## src/hdl/scanline_illumination_gradient_unit_defines.svh

```systemverilog
// Assertion macros shared by the scanline illumination gradient unit.
// Each macro expects signals named clk and rst in the module that uses it.
`ifndef SCANLINE_ILLUMINATION_GRADIENT_UNIT_DEFINES_SVH
`define SCANLINE_ILLUMINATION_GRADIENT_UNIT_DEFINES_SVH

// The consequent must hold in the same cycle as the antecedent.
`define SIGU_ASSERT_SAME(label, ante, conseq, msg) \
  label: assert property (@(posedge clk) disable iff (rst) (ante) |-> (conseq)) \
    else $error(msg);

// The consequent must hold in the cycle after the antecedent.
`define SIGU_ASSERT_NEXT(label, ante, conseq, msg) \
  label: assert property (@(posedge clk) disable iff (rst) (ante) |=> (conseq)) \
    else $error(msg);

`endif

```

## src/hdl/sigu_pkg.sv

```systemverilog
package sigu_pkg;

  // Field widths of the channels.
  localparam int PIXEL_W  = 8;
  localparam int THRESH_W = 9;
  localparam int VALUE_W  = 16;

  localparam logic [THRESH_W-1:0] THRESH_RESET = 9'd10;
  // Pixel count at which the filter window is full.
  localparam logic [2:0] SEEN_FULL = 3'd4;

  typedef enum logic [3:0] {
    ST_IDLE,
    ST_STEP,
    ST_FLUSH1,
    ST_FLUSH2,
    ST_LINE_DIV,
    ST_LINE_WAIT,
    ST_ACCUM,
    ST_IMAGE_DIV,
    ST_IMAGE_WAIT,
    ST_EMIT
  } state_t;

  typedef enum logic [2:0] {
    OP_NONE,
    OP_STEP,
    OP_FLUSH1,
    OP_FLUSH2,
    OP_LINE_DIV,
    OP_ACCUM,
    OP_IMAGE_DIV,
    OP_EMIT
  } op_t;

  typedef struct packed {
    logic load;
    logic cfg_write;
    op_t  op;
  } cmd_t;

  typedef struct packed {
    logic eol;
    logic div_busy;
  } status_t;

  // Median of five by eliminating the two smallest candidates.
  function automatic logic [PIXEL_W-1:0] median5(
    input logic [PIXEL_W-1:0] a_in, input logic [PIXEL_W-1:0] b_in,
    input logic [PIXEL_W-1:0] c_in, input logic [PIXEL_W-1:0] d_in,
    input logic [PIXEL_W-1:0] e_in);
    logic [PIXEL_W-1:0] a, b, c, d, t;
    a = a_in;
    b = b_in;
    c = c_in;
    d = d_in;
    if (b < a) begin t = a; a = b; b = t; end
    if (d < c) begin t = c; c = d; d = t; end
    // The smaller of the two pair minima lies below the median.
    if (c < a) begin
      t = a; a = c; c = t;
      t = b; b = d; d = t;
    end
    a = e_in;
    if (b < a) begin t = a; a = b; b = t; end
    if (c < a) begin
      t = a; a = c; c = t;
      t = b; b = d; d = t;
    end
    // The median is the smallest of the three that remain.
    median5 = (b < c) ? b : c;
  endfunction

endpackage

```

## src/hdl/sigu_divider.sv

```systemverilog
module sigu_divider
  import sigu_pkg::*;
#(
  parameter int DIV_W = 12
) (
  input  logic               clk,
  input  logic               rst,
  input  logic               start,
  input  logic [DIV_W-1:0]   hi,
  input  logic [VALUE_W-1:0] lo,
  input  logic [DIV_W-1:0]   divisor,
  output logic               busy,
  output logic [VALUE_W-1:0] quotient
);

  localparam int STEP_W = $clog2(VALUE_W);

  logic [DIV_W-1:0]   rem;
  logic [DIV_W-1:0]   dvs;
  logic [VALUE_W-1:0] quo;
  logic [STEP_W-1:0]  step;
  logic [DIV_W:0]     trial;
  logic [DIV_W:0]     trial_sub;
  logic               fits;

  // One restoring step: shift in the next dividend bit and try a subtract.
  always_comb begin
    trial     = {rem, quo[VALUE_W-1]};
    trial_sub = trial - {1'b0, dvs};
    fits      = (trial >= {1'b0, dvs});
  end

  // Control: step counter and busy flag.
  always_ff @(posedge clk) begin
    if (rst) begin
      busy <= 1'b0;
      step <= '0;
    end else if (start) begin
      busy <= 1'b1;
      step <= '0;
    end else if (busy) begin
      step <= step + 1'b1;
      if (step == STEP_W'(VALUE_W - 1)) begin
        busy <= 1'b0;
      end
    end
  end

  // Partial remainder and quotient; the high part of the dividend starts as remainder.
  always_ff @(posedge clk) begin
    if (start) begin
      rem <= hi;
      quo <= lo;
      dvs <= divisor;
    end else if (busy) begin
      rem <= fits ? trial_sub[DIV_W-1:0] : trial[DIV_W-1:0];
      quo <= {quo[VALUE_W-2:0], fits};
    end
  end

  assign quotient = quo;

endmodule

```

## src/hdl/sigu_datapath.sv

```systemverilog
module sigu_datapath
  import sigu_pkg::*;
#(
  parameter int MAX_LINE_PIXELS = 4096,
  parameter int MAX_SCAN_LINES  = 512
) (
  input  logic                clk,
  input  logic                rst,
  input  cmd_t                cmd,
  output status_t             status,
  input  logic [THRESH_W-1:0] diff_threshold,
  input  logic [PIXEL_W-1:0]  pixel,
  input  logic                last_in_line,
  input  logic                last_in_image,
  output logic [VALUE_W-1:0]  line_value,
  output logic                line_empty,
  output logic [VALUE_W-1:0]  image_value,
  output logic                image_done
);

  localparam int CNT_W  = $clog2(MAX_LINE_PIXELS);
  localparam int SUM_W  = PIXEL_W + CNT_W + 1;
  localparam int MAG_W  = SUM_W - 1;
  localparam int LCNT_W = $clog2(MAX_SCAN_LINES + 1);
  localparam int LT_W   = VALUE_W + LCNT_W;
  localparam int DIV_W  = (CNT_W > LCNT_W) ? CNT_W : LCNT_W;

  logic [THRESH_W-1:0]    thr;
  logic [PIXEL_W-1:0]     pix_in;
  logic                   eol_in;
  logic                   eoi_in;
  logic [PIXEL_W-1:0]     window [4];
  logic [2:0]             seen;
  logic [PIXEL_W-1:0]     prev;
  logic signed [SUM_W-1:0] sum;
  logic [CNT_W-1:0]       count;
  logic [LT_W-1:0]        total;
  logic [LCNT_W-1:0]      lcnt;
  logic [VALUE_W-1:0]     lv;
  logic                   lempty;

  logic [PIXEL_W-1:0]     base [4];
  logic [PIXEL_W-1:0]     tap [5];
  logic                   take_en;
  logic                   has_prev;
  logic [PIXEL_W-1:0]     med;
  logic signed [PIXEL_W:0] diff;
  logic [PIXEL_W:0]       diff_abs;
  logic                   counted;
  logic [SUM_W-1:0]       sum_abs;
  logic [MAG_W-1:0]       sum_mag;

  logic                   div_start;
  logic [DIV_W-1:0]       div_hi;
  logic [VALUE_W-1:0]     div_lo;
  logic [DIV_W-1:0]       div_dvs;
  logic                   div_busy;
  logic [VALUE_W-1:0]     div_q;

  // Window taps for the median; the left edge is replicated on the first pixel.
  always_comb begin
    for (int i = 0; i < 4; i++) begin
      base[i] = (seen == 3'd0) ? pix_in : window[i];
    end
    tap[0]   = window[0];
    tap[1]   = window[1];
    tap[2]   = window[2];
    tap[3]   = window[3];
    tap[4]   = window[3];
    take_en  = 1'b0;
    has_prev = 1'b0;
    unique case (cmd.op)
      OP_STEP: begin
        tap[0]   = base[0];
        tap[1]   = base[1];
        tap[2]   = base[2];
        tap[3]   = base[3];
        tap[4]   = pix_in;
        take_en  = (seen >= 3'd2);
        has_prev = (seen >= 3'd3);
      end
      OP_FLUSH1: begin
        take_en  = (seen >= 3'd2);
        has_prev = (seen >= 3'd3);
      end
      OP_FLUSH2: begin
        tap[0]   = window[1];
        tap[1]   = window[2];
        tap[2]   = window[3];
        tap[3]   = window[3];
        take_en  = 1'b1;
        has_prev = (seen >= 3'd2);
      end
      default: begin
      end
    endcase
  end

  // Median, difference to the previous filtered pixel and the smoothness test.
  always_comb begin
    med      = median5(tap[0], tap[1], tap[2], tap[3], tap[4]);
    diff     = $signed({1'b0, prev}) - $signed({1'b0, med});
    diff_abs = diff[PIXEL_W] ? 9'(-diff) : 9'(diff);
    counted  = take_en && has_prev && (diff_abs < thr) &&
               (count < CNT_W'(MAX_LINE_PIXELS - 1));
    sum_abs  = sum[SUM_W-1] ? SUM_W'(-sum) : SUM_W'(sum);
    sum_mag  = sum_abs[MAG_W-1:0];
  end

  // Operands of the shared divider: line mean first, then image mean.
  always_comb begin
    div_start = (cmd.op == OP_LINE_DIV) || (cmd.op == OP_IMAGE_DIV);
    if (cmd.op == OP_IMAGE_DIV) begin
      div_hi  = DIV_W'(total[LT_W-1:VALUE_W]);
      div_lo  = total[VALUE_W-1:0];
      div_dvs = DIV_W'(lcnt);
    end else begin
      div_hi  = DIV_W'(sum_mag[MAG_W-1:8]);
      div_lo  = {sum_mag[7:0], 8'h00};
      div_dvs = DIV_W'(count);
    end
  end

  sigu_divider #(
    .DIV_W (DIV_W)
  ) u_divider (
    .clk      (clk),
    .rst      (rst),
    .start    (div_start),
    .hi       (div_hi),
    .lo       (div_lo),
    .divisor  (div_dvs),
    .busy     (div_busy),
    .quotient (div_q)
  );

  // Line and image state.
  always_ff @(posedge clk) begin
    if (rst) begin
      thr   <= THRESH_RESET;
      seen  <= '0;
      prev  <= '0;
      sum   <= '0;
      count <= '0;
      total <= '0;
      lcnt  <= '0;
      for (int i = 0; i < 4; i++) begin
        window[i] <= '0;
      end
    end else begin
      if (cmd.cfg_write) begin
        thr <= diff_threshold;
      end
      if (take_en) begin
        prev <= med;
      end
      if (counted) begin
        sum   <= sum + SUM_W'(diff);
        count <= count + 1'b1;
      end
      unique case (cmd.op)
        OP_STEP: begin
          window[0] <= base[1];
          window[1] <= base[2];
          window[2] <= base[3];
          window[3] <= pix_in;
          if (seen < SEEN_FULL) begin
            seen <= seen + 3'd1;
          end
        end
        OP_ACCUM: begin
          if ((count != '0) && (lcnt < LCNT_W'(MAX_SCAN_LINES))) begin
            total <= total + LT_W'(div_q);
            lcnt  <= lcnt + 1'b1;
          end
        end
        OP_EMIT: begin
          seen  <= '0;
          prev  <= '0;
          sum   <= '0;
          count <= '0;
          for (int i = 0; i < 4; i++) begin
            window[i] <= '0;
          end
          if (eoi_in) begin
            total <= '0;
            lcnt  <= '0;
          end
        end
        default: begin
        end
      endcase
    end
  end

  // Captured input transaction, line result and output register.
  always_ff @(posedge clk) begin
    if (cmd.load) begin
      pix_in <= pixel;
      eol_in <= last_in_line;
      eoi_in <= last_in_image;
    end
    if (cmd.op == OP_ACCUM) begin
      lempty <= (count == '0);
      lv     <= (count == '0) ? '0 : div_q;
    end
    if (cmd.op == OP_EMIT) begin
      line_value  <= lv;
      line_empty  <= lempty;
      image_value <= (lcnt == '0) ? '0 : div_q;
      image_done  <= eoi_in;
    end
  end

  assign status.eol      = eol_in;
  assign status.div_busy = div_busy;

endmodule

```

## src/hdl/sigu_controller.sv

```systemverilog
`include "scanline_illumination_gradient_unit_defines.svh"

module sigu_controller
  import sigu_pkg::*;
(
  input  logic    clk,
  input  logic    rst,
  input  logic    in_valid,
  output logic    in_ready,
  output logic    out_valid,
  input  logic    out_ready,
  input  logic    cfg_valid,
  output logic    cfg_ready,
  input  status_t status,
  output cmd_t    cmd
);

  state_t state;
  state_t state_next;
  logic   out_valid_next;
  logic   in_accept;

  // State register and output valid flag.
  always_ff @(posedge clk) begin
    if (rst) begin
      state     <= ST_IDLE;
      out_valid <= 1'b0;
    end else begin
      state     <= state_next;
      out_valid <= out_valid_next;
    end
  end

  // Pixels are taken while idle or while a pixel inside the line is filtered.
  assign in_ready  = (state == ST_IDLE) || ((state == ST_STEP) && !status.eol);
  assign in_accept = in_valid && in_ready;
  assign cfg_ready = 1'b1;

  // Next state and datapath commands.
  always_comb begin
    state_next     = state;
    out_valid_next = out_valid && !out_ready;
    cmd.load       = in_accept;
    cmd.cfg_write  = cfg_valid;
    cmd.op         = OP_NONE;
    unique case (state)
      ST_IDLE: begin
        if (in_accept) begin
          state_next = ST_STEP;
        end
      end
      ST_STEP: begin
        cmd.op = OP_STEP;
        if (status.eol) begin
          state_next = ST_FLUSH1;
        end else if (!in_accept) begin
          state_next = ST_IDLE;
        end
      end
      ST_FLUSH1: begin
        cmd.op     = OP_FLUSH1;
        state_next = ST_FLUSH2;
      end
      ST_FLUSH2: begin
        cmd.op     = OP_FLUSH2;
        state_next = ST_LINE_DIV;
      end
      ST_LINE_DIV: begin
        cmd.op     = OP_LINE_DIV;
        state_next = ST_LINE_WAIT;
      end
      ST_LINE_WAIT: begin
        if (!status.div_busy) begin
          state_next = ST_ACCUM;
        end
      end
      ST_ACCUM: begin
        cmd.op     = OP_ACCUM;
        state_next = ST_IMAGE_DIV;
      end
      ST_IMAGE_DIV: begin
        cmd.op     = OP_IMAGE_DIV;
        state_next = ST_IMAGE_WAIT;
      end
      ST_IMAGE_WAIT: begin
        if (!status.div_busy) begin
          state_next = ST_EMIT;
        end
      end
      ST_EMIT: begin
        // The result is loaded once the output register is free.
        if (!out_valid || out_ready) begin
          cmd.op         = OP_EMIT;
          out_valid_next = 1'b1;
          state_next     = ST_IDLE;
        end
      end
      default: begin
        state_next = ST_IDLE;
      end
    endcase
  end

  `SIGU_ASSERT_SAME(a_emit_free, cmd.op == OP_EMIT, !out_valid || out_ready, "result overwrote a pending transaction")
  `SIGU_ASSERT_NEXT(a_div_started, state == ST_LINE_DIV || state == ST_IMAGE_DIV, status.div_busy, "divider did not start")
  `SIGU_ASSERT_NEXT(a_line_flush, state == ST_STEP && status.eol, state == ST_FLUSH1, "line end did not flush")
  `SIGU_ASSERT_SAME(a_no_accept_busy, in_accept && status.div_busy, 1'b0, "pixel taken during division")

endmodule

```

## src/hdl/scanline_illumination_gradient_unit.sv

```systemverilog
// Scanline illumination gradient unit.
// Input channel (in_valid/in_ready): one grey pixel per transaction with
// last_in_line marking the final pixel of a scanline and last_in_image,
// taken only with last_in_line, marking the final scanline of the image.
// Output channel (out_valid/out_ready): one transaction per scanline with the
// mean smooth difference of the line in 8.8 fixed point, an empty flag, the
// running image mean and image_done on the closing line.
// Configuration channel (cfg_valid/cfg_ready): writes diff_threshold; it is
// always ready. The user must see that it is written only while no line is in
// progress; the block itself does not enforce this.
// Throughput: pixels inside a line are taken one per cycle. After a line's
// last pixel the input stalls for two flush steps of the median window, then
// two 16-step runs of the shared restoring divider, one for the line mean and
// one for the image mean, before the result reaches the output register.
// A waiting result does not block the next line's pixels; only the next line
// end waits until the receiver takes the pending result.
// Reset (rst, synchronous) clears the window, the line and image totals and
// the output valid flag, and sets diff_threshold to 10.
module scanline_illumination_gradient_unit
  import sigu_pkg::*;
#(
  parameter int MAX_LINE_PIXELS = 4096,
  parameter int MAX_SCAN_LINES  = 512
) (
  input  logic                clk,
  input  logic                rst,
  input  logic                in_valid,
  output logic                in_ready,
  input  logic [PIXEL_W-1:0]  pixel,
  input  logic                last_in_line,
  input  logic                last_in_image,
  output logic                out_valid,
  input  logic                out_ready,
  output logic [VALUE_W-1:0]  line_value,
  output logic                line_empty,
  output logic [VALUE_W-1:0]  image_value,
  output logic                image_done,
  input  logic                cfg_valid,
  output logic                cfg_ready,
  input  logic [THRESH_W-1:0] diff_threshold
);

  cmd_t    cmd;
  status_t status;

  // Sequencer for pixel steps, line flush, divisions and result hand-off.
  sigu_controller u_controller (
    .clk       (clk),
    .rst       (rst),
    .in_valid  (in_valid),
    .in_ready  (in_ready),
    .out_valid (out_valid),
    .out_ready (out_ready),
    .cfg_valid (cfg_valid),
    .cfg_ready (cfg_ready),
    .status    (status),
    .cmd       (cmd)
  );

  // Median filter, difference accumulation, divider and output register.
  sigu_datapath #(
    .MAX_LINE_PIXELS (MAX_LINE_PIXELS),
    .MAX_SCAN_LINES  (MAX_SCAN_LINES)
  ) u_datapath (
    .clk            (clk),
    .rst            (rst),
    .cmd            (cmd),
    .status         (status),
    .diff_threshold (diff_threshold),
    .pixel          (pixel),
    .last_in_line   (last_in_line),
    .last_in_image  (last_in_image),
    .line_value     (line_value),
    .line_empty     (line_empty),
    .image_value    (image_value),
    .image_done     (image_done)
  );

endmodule
```

## config.mk

```make
export PLATFORM = sky130hd
export DESIGN_NAME = scanline_illumination_gradient_unit
export DESIGN_NICKNAME = d
export VERILOG_FILES = /design/src/hdl/sigu_pkg.sv /design/src/hdl/sigu_divider.sv /design/src/hdl/sigu_datapath.sv /design/src/hdl/sigu_controller.sv /design/src/hdl/scanline_illumination_gradient_unit.sv
export VERILOG_INCLUDE_DIRS = /design/src /design/src/hdl
export SDC_FILE = /design/constraint.sdc
export NUM_CORES = 1
export LEC_CHECK = 0
export BUFFER_PORTS_ARGS = -buffer_cell sky130_fd_sc_hd__buf_2
export CAP_MARGIN = 20
export CORE_UTILIZATION = 57
export DETAILED_ROUTE_END_ITERATION = 10
export PLACE_DENSITY = 0.77
export SYNTH_ARGS = -nofsm -noshare
export SYNTH_HDL_FRONTEND = slang
export SYNTH_HIERARCHICAL = 1
export SYNTH_SLANG_ARGS = --single-unit
```

## constraint.sdc

```tcl
create_clock -name clk -period 20.1 [get_ports clk]
set_input_delay 5.025 -clock clk [delete_from_list [all_inputs] [get_ports clk]]
set_output_delay 5.025 -clock clk [all_outputs]
set_load 0.05 [all_outputs]
```

### Word level (Yosys, flattened, before mapping)

Memories as Yosys holds them, arrays and structs flattened.
Cells that the tools add are included.

| storage, ports and cells | value |
|---|---|
| flip-flop bits (word level) | 200 |
| memory bits (writable) | 32 |
| bits of input ports | 24 |
| output and inout bits | 37 |
| memories kept | 1 |

Memories:

| memory | words | width | rd ports | clocked after Yosys merged registers in | write ports | line | text |
|---|---|---|---|---|---|---|---|
| u_datapath.window | 4 | 8 | 4 | 0 | 4 | sigu_datapath.sv:32 | `logic [PIXEL_W-1:0] window [4];` |

| operators by class | value |
|---|---|
| add/sub/neg operators | 10 |
| $lt $le $gt $ge | 13 |
| equality and inequality tests | 25 |
| multiplexer cells | 68 |
| bitwise logic cells | 8 |
| reductions and logical operators | 27 |

Operator list:

| kind | number |
|---|---|
| $mux 8 | 25 |
| $pmux 32 s2 | 1 |
| $mux 26 | 2 |
| $pmux 26 s2 | 1 |
| $lt 8x8->1 | 6 |
| $mux 12 | 4 |
| $mux 16 | 3 |
| $pmux 4 s10 | 1 |
| $mux 10 | 3 |
| $add 26x16->26 | 1 |
| $mux 4 | 6 |
| $add 21x9->21 | 1 |
| $pmux 3 s7 | 1 |
| $mux 20 | 1 |
| $neg 20->20 | 1 |
| $pmux 10 s2 | 1 |
| $eq 4x3->1 const B | 4 |
| $ge 13x12->1 | 1 |
| $mux 1 | 13 |
| $add 12x1->12 const B | 1 |
| $eq 3x3->1 const B | 4 |
| $eq 4x4->1 const B | 3 |
| $logic_not 12->1 | 1 |
| $lt 12x12->1 const B | 1 |
| 34 further kinds | 65 |

### Longest topological paths before layout

Gate-level depths: netlist (run 1).

| logic depth | value |
|---|---|
| depth after elaboration | 22 |
| gate-level depth with buffers | 90 |
| gate-level depth less buffers | 79 |

### Hierarchy

The synthesis (run 1) kept the hierarchy.

By module, submodules not included:

| module | instances | cells an instance | area an instance (µm²) | seq. area each (µm²) |
|---|---|---|---|---|
| sigu_datapath | 1 | 1,523 | 12,909.9 | 4,414.2 |
| sigu_divider | 1 | 217 | 2,519.9 | 1,301.2 |
| sigu_controller | 1 | 54 | 451.7 | 100.1 |

### Worst setup path after synthesis (run 1)

No wires, ideal clock.

| timing | value |
|---|---|
| path type | input to register |
| start point | input out_ready |
| end point | register u_datapath.sum[20] |
| setup time | 128 ps |
| arrival time | 20,462 ps |
| slack | -490 ps |
| stages on the path | 83 |
| cells stage by stage | or2b_2 > a31oi_1 > o2bb2ai_1 > buf_4 > nor3b_2 > buf_6 > nand2_4 > mux2_2 > ha_1 > a21o_1 > a21o_1 > a211oi_1 > o21a_1 > clkbuf_1 > buf_1 > o21ai_0 > ha_1 > a21o_1 > (+47 left out) > o21bai_1 > a21oi_1 > o21bai_1 > a21oi_1 > o21bai_1 > a21oi_1 > o21bai_1 > a21oi_1 > o21bai_1 > a21oi_1 > o21bai_1 > a21oi_1 > o21ai_0 > and3_1 > or3b_2 > mux2i_1 > xnor2_1 > nor2_1 |

RTL lines:

| element | line | text |
|---|---|---|
| start: declaration | scanline_illumination_gradient_unit.sv:33 | `input logic out_ready,` |
| end signal: assignment | sigu_datapath.sv:158 | `sum <= sum + SUM_W'(diff);` |
| end: declaration | sigu_datapath.sv:35 | `logic signed [SUM_W-1:0] sum;` |

==> impl_metrics.yaml, run 1 <==
floorplanning:
  core_um2: 27200
  dieHeight_um: 169
  initial_core_util: 0.584
  io_pins: 61
  die-area_um2: 28500
  fp-row-count: 60
  die_w_um: 169
yosys:
  synth-main-ff-cell: "edfxtp_1"
  synth_top_area_frac: 0.221
  yosysSeqAreaShare: 0.366
  yosysWarnings: 6
  yosysTopAreaCell: "edfxtp_1"
  synthCells: 1794
  synth_edf_count: 117
  synth-simple-area-share: 0.182
  muxShareOfSynthArea: 0.0529
  synth_compound_area_frac: 0.204
  synth_top_family_by_area: "compound AO/OA/AOI/OAI gates"
  synthTopCellsByArea: "edfxtp_1 22%, dfxtp_1 14%, ha_1 8.5%"
  synthXorXnorAreaFrac: 0.0535
  async_flop_share: 0
  ys_ff_latch: 232
  synth.distinct_cells: 105
  syn-num-nets: 1929
  avgSynthCellArea_um2: 8.85
  synthAdderAreaFrac: 0.0909
  synthesis.area_um2: 15900
clocking:
  cts_max_level: 1
  worstSkewPairLatency_ps: 540
  cts.sinks: 232
  numCtsBuffers: 26
  cts_tree: "yes"
  clkTransAtPathRegs_ps: 60
  ctsLongestPathBuffers: 3
  root_buffer: "clkbuf_16"
worst_setup_path:
  worst_path_largest_cell_delay_ps: 460
  critical_path.slowest_cell: "or3b_2"
  reg2reg_depth: 80
  required_ps: 20500
  rrSetupSlack_ps: 4580
  cp-end-kind: "register"
  timing.rr.end: "u_datapath/sum[20]"
  crit_type: "in2reg"
  crit_arrival_ps: 19750
  worstSetupStartpointType: "input pin"
  worst-path-max-fanout: 16
  r2r_start: "u_controller/state[0]"
global_route:
  grt_max_degree: 62
  grt_antenna_before_repair: 0
  grt_pass1_vias: 13000
  grt.total_usage: 0.273
  grt_pass1_wl_um: 63900
  grt-ovfl-total: 0
routing:
  ant_nets: 0
  drc: 0
  drtIter0Drc: 1025
  routed_wl_um: 38700
  vias_per_cell: 6.04
  wire_per_inst_um: 17.4
  vias: 13400
  dr.pass1.iters: 6
worst_hold_path:
  hold-path-cell-count: 0
  hp-class: "reg2reg"
  hold_path_startpoint: "u_datapath/lv[0]"
  hold-path-endpoint: "u_datapath/line_value[0]"
placement:
  numPortBuffers: 59
  dp_hpwl_um: 28400
  gp_congestion: 1.01
timing:
  setup_viol: 0
  worst_pin_slew_ps: 1110
  hold_viol_final: 0
  period_share: 0.963
  skew_ps: 18.6
  layout_min_cycle_time_ps: 19350
  finalMaxSlewViolations: 0
  max_freq_ghz: 0.0517
  maxSlewHeadroom: 0.263
final_layout:
  area_growth_syn_to_layout_pct: 10.3
  drive_above_1_share: 0.128
  antenna_cells: 0
  nets: 1968
  fin_util: 0.645
job:
  cap_violations: 0
status:
  status: "completed"
-- critical path, delay by kind of cell --
kind | cells | cell delay (ps)
AO/OA/AOI/OAI | 41 | 7220
XOR/XNOR | 2 | 290
adder cells (fa/ha/maj) | 9 | 2450
buffers and inverters | 10 | 1430
multiplexers | 4 | 1020
AND/OR/NAND/NOR | 13 | 2240
-- worst max-delay path by stage --
stage / to / startpoint / slack [ps] / depth (start not counted)
final: u_datapath/sum[20] / out_ready / 750 / 79
after global routing: u_datapath/sum[20] / out_ready / -110 / 81
after CTS: u_datapath/sum[20] / out_ready / 320 / 77
after detailed placement: u_datapath/sum[20] / out_ready / -200 / 77
after global placement: u_datapath/sum[20] / out_ready / -60 / 76
after floorplan: u_datapath/sum[20] / out_ready / 6 / 83
-- routing by layer --
| layer | track usage | vias to the layer above | part of all wire |
|---|---|---|---|
| met4 | 0.100 | 0 | 0.029 |
| met2 | 0.460 | 474 | 0.47 |
| li1 | - | 6568 | - |
| met1 | 0.355 | 6316 | 0.43 |
| met5 | 0 | - | 0 |
| met3 | 0.0412 | 87 | 0.070 |
-- what timing repair did --
| action | 4_1_cts | 5_1_grt |
|---|---|---|
| setup buffers | 0 | 1 |
| hold buffers | 0 | 0 |
| gates resized for setup | 0 | 28 |
| setup endpoints to repair | 0 | 32 |
-- final cells by class --
class / count / area (µm²)
inverters: 98 / 368
multi-input cells: 1376 / 9430
clock buffers: 35 / 748
flip-flops and latches: 232 / 5820
fillers: 2248 / 9650
repair buffers: 99 / 616
well taps: 372 / 465
clock inverters: 13 / 81.3
-- state kept, by name (all words and copies together), names as in the netlist, 4 cells and up --
register and cells:
u_datapath/line_value 16, u_datapath/prev 8, u_datapath/pix_in 8, u_datapath/u_divider/rem 12
u_datapath/u_divider/quotient 16, u_datapath/image_value 16, u_datapath/count 12, u_datapath/total 26
u_datapath/u_divider/dvs 12, u_datapath/window 32, u_datapath/sum 21, u_controller/state 4
u_datapath/lcnt 10, u_datapath/u_divider/step 4, u_datapath/thr 9, u_datapath/lv 16
-- logic make-up (layout without fill, tap and decap cells) --
kind of cell | after synthesis | in the layout
other | 1 | 1
muxes | 79 | 79
adders and majority gates | 114 | 114
AOI/OAI and AO/OA | 477 | 477
DFF | 232 | 232
buffers and inverters | 187 | 245
xor gates and xnor gates | 97 | 97
and+or+nand+nor | 607 | 608
-- placed cells by master, fill, tap and decap left out, types with 50 or more instances in the layout --
| master | n |
|---|---|
| buf_2 | 59 |
| ha_1 | 108 |
| nand2_1 | 207 |
| mux2i_1 | 50 |
| a21oi_1 | 109 |
| inv_1 | 97 |
| edfxtp_1 | 117 |
| o21ai_0 | 98 |
| nor2_1 | 169 |
| dfxtp_1 | 115 |
-- synth_stat cells, drive strengths merged (51+ instances only) --
cell    number
xnor2       51
edfxtp     117
inv         98
mux2i       52
ha         108
o21ai      113
nand2      210
clkbuf      59
nor2       173
a21oi      121
dfxtp      115
-- through the flow --
step | area, µm² | TNS (ps) | setup slack [ps] | hold WS [ps] | std cells
final | 17500 | 0 | 752 | 417 | 2225
after global routing | 17500 | -105 | -105 | 425 | 2225
after CTS | 17400 | 0 | 316 | 418 | 2223
after detailed placement | 16600 | -201 | -201 | 405 | 2175
after global placement | 16600 | -65.0 | -65.0 | 402 | 2174
after floorplan | 15900 | 0 | 6.32 | 400 | 1794
Power of run 1 is not shown: default switching activity piles up to over one toggle a cycle in this logic, so the estimate is an artifact.
==> inputs of run 2 (changes only) <==
- PLACE_DENSITY: 0.77 -> 0.79
==> impl_metrics.yaml, run 2 (synthesis gave the netlist of run 1 again) <==
routing:
  wire_per_inst_um: 17.5
  ant_nets: 0
  routed_wl_um: 39200
  drtIter0Drc: 1341
  vias_per_cell: 6.11
  drc: 0
  dr.pass1.iters: 6
  vias: 13700
floorplanning:
  initial_core_util: 0.584
  die-area_um2: 28500
  io_pins: 61
  core_um2: 27200
  dieHeight_um: 169
  die_w_um: 169
  fp-row-count: 60
global_route:
  grt.total_usage: 0.268
  grt_pass1_vias: 12900
  grt_max_degree: 62
  grt-ovfl-total: 0
  grt_pass1_wl_um: 62800
  grt_antenna_before_repair: 0
final_layout:
  final_cell_area_um2: 17800
  largest_reg_flops: 32
  final_common_cell: "nand2_1"
  drive_above_1_share: 0.139
  antenna_cells: 0
  regMostFlops: "u_datapath/window"
  reg.largest.list: "u_datapath/window x32, u_datapath/total x26, u_datapath/sum x21"
  nets: 1980
  area_growth_syn_to_layout_pct: 11.8
  mostFrequentLayoutCells: "207 x nand2_1, 170 x nor2_1, 117 x edfxtp_1"
clocking:
  root_buffer: "clkbuf_16"
  ctsLongestPathBuffers: 3
  cts_tree: "yes"
  cts.sinks: 232
  cts_max_level: 1
  cts_hold_buf: 0
  clkTransAtPathRegs_ps: 60
  worstSkewPairLatency_ps: 530
  numCtsBuffers: 26
placement:
  place_area_um2: 16600
  dp_hpwl_um: 28500
  gp_congestion: 0.930
  numPortBuffers: 59
worst_setup_path:
  rrSetupSlack_ps: 4680
  cp_num_buf_inv: 8
  crit_arrival_ps: 19720
  required_ps: 20490
  timing.rr.end: "u_datapath/sum[20]"
  crit_type: "in2reg"
  worst-path-max-fanout: 18
  reg2reg_depth: 82
  worstSetupStartpointType: "input pin"
  worst_path_largest_cell_delay_ps: 460
  worstSetupStartpoint: "out_ready"
  r2r_start: "u_controller/state[0]"
  cp-endpoint: "u_datapath/sum[20]"
  path_delay_family: "compound AO/OA/AOI/OAI gates"
  critical_path.slowest_cell: "or3b_2"
  cp-end-kind: "register"
  cp.depth: 82
worst_hold_path:
  hp-class: "reg2reg"
timing:
  setup_viol: 0
  period_share: 0.962
  hold_slack_ps: 416
  finalMaxSlewViolations: 0
  hold_viol_final: 0
  worst_pin_slew_ps: 970
  layout_min_cycle_time_ps: 19330
  max_freq_ghz: 0.0517
  maxSlewHeadroom: 0.353
  skew_ps: 14.3
status:
  status: "completed"
job:
  cap_violations: 0
## run 2: cell types whose count changed in the layout (fill, tap and decap cells not counted), moves of 4 or more
cell	before	now
a21oi_1	109	105
o21ai_0	98	94
o21ai_1	11	15
buf_4	37	45
bufinv_16	0	4
## run 2: cell type report
type	instances	area (µm²)
multi-input combinational	1377	9500
fill	2180	9420
sequential	232	5820
clock buffer	33	718
timing repair buffer	110	694
tap	372	465
inverter	98	368
clock inverter	15	195
## run 2: worst min path at each step
stage / slack (ps) / startpoint / depth (start not counted) / to
finish: 420 / u_datapath/lv[12] / 0 / u_datapath/line_value[12]
global route: 420 / u_datapath/lv[12] / 0 / u_datapath/line_value[12]
CTS: 420 / u_datapath/lv[11] / 0 / u_datapath/line_value[11]
detailed placement: 400 / u_datapath/lv[11] / 0 / u_datapath/line_value[11]
global placement: 400 / u_datapath/lv[15] / 0 / u_datapath/line_value[15]
floorplan: 400 / u_datapath/lempty / 0 / u_datapath/line_empty
## run 2: worst register-to-register path: cells and delay by family, from the launching register on
kind	cells	cell delay, ps
AOI/OAI and AO/OA	45	7690
muxes	2	460
adders and majority gates	9	2650
xor gates and xnor gates	2	300
and+or+nand+nor	15	2280
DFF	1	560
buffers and inverters	9	1310
## run 2: what timing repair did
action	4_1_cts	5_1_grt
pin swaps	0	9
gates cloned	0	2
endpoints found under the setup margin	1	33
buffers inserted	0	5
gates resized for setup	1	47
## run 2: per-stage QoR
| step | instances | util | setup TNS, ps | setup WS (ps) |
|---|---|---|---|---|
| finish | 2237 | 0.654 | 0 | 773 |
| global route | 2237 | 0.654 | -218 | -142 |
| CTS | 2230 | 0.645 | 0 | 74.8 |
| detailed placement | 2182 | 0.612 | -2650 | -571 |
| global placement | 2182 | 0.612 | -17.4 | -17.4 |
| floorplan | 1794 | - | 0 | 6.32 |
## run 2: per-layer routing
metal	up-vias	global-route usage	part of all wire
li1	6590	-	-
met1	6434	0.343	0.43
met2	534	0.458	0.48
met3	105	0.0339	0.064
met4	0	0.105	0.030
met5	-	0	0
Power of run 2 is left out for the same reason.
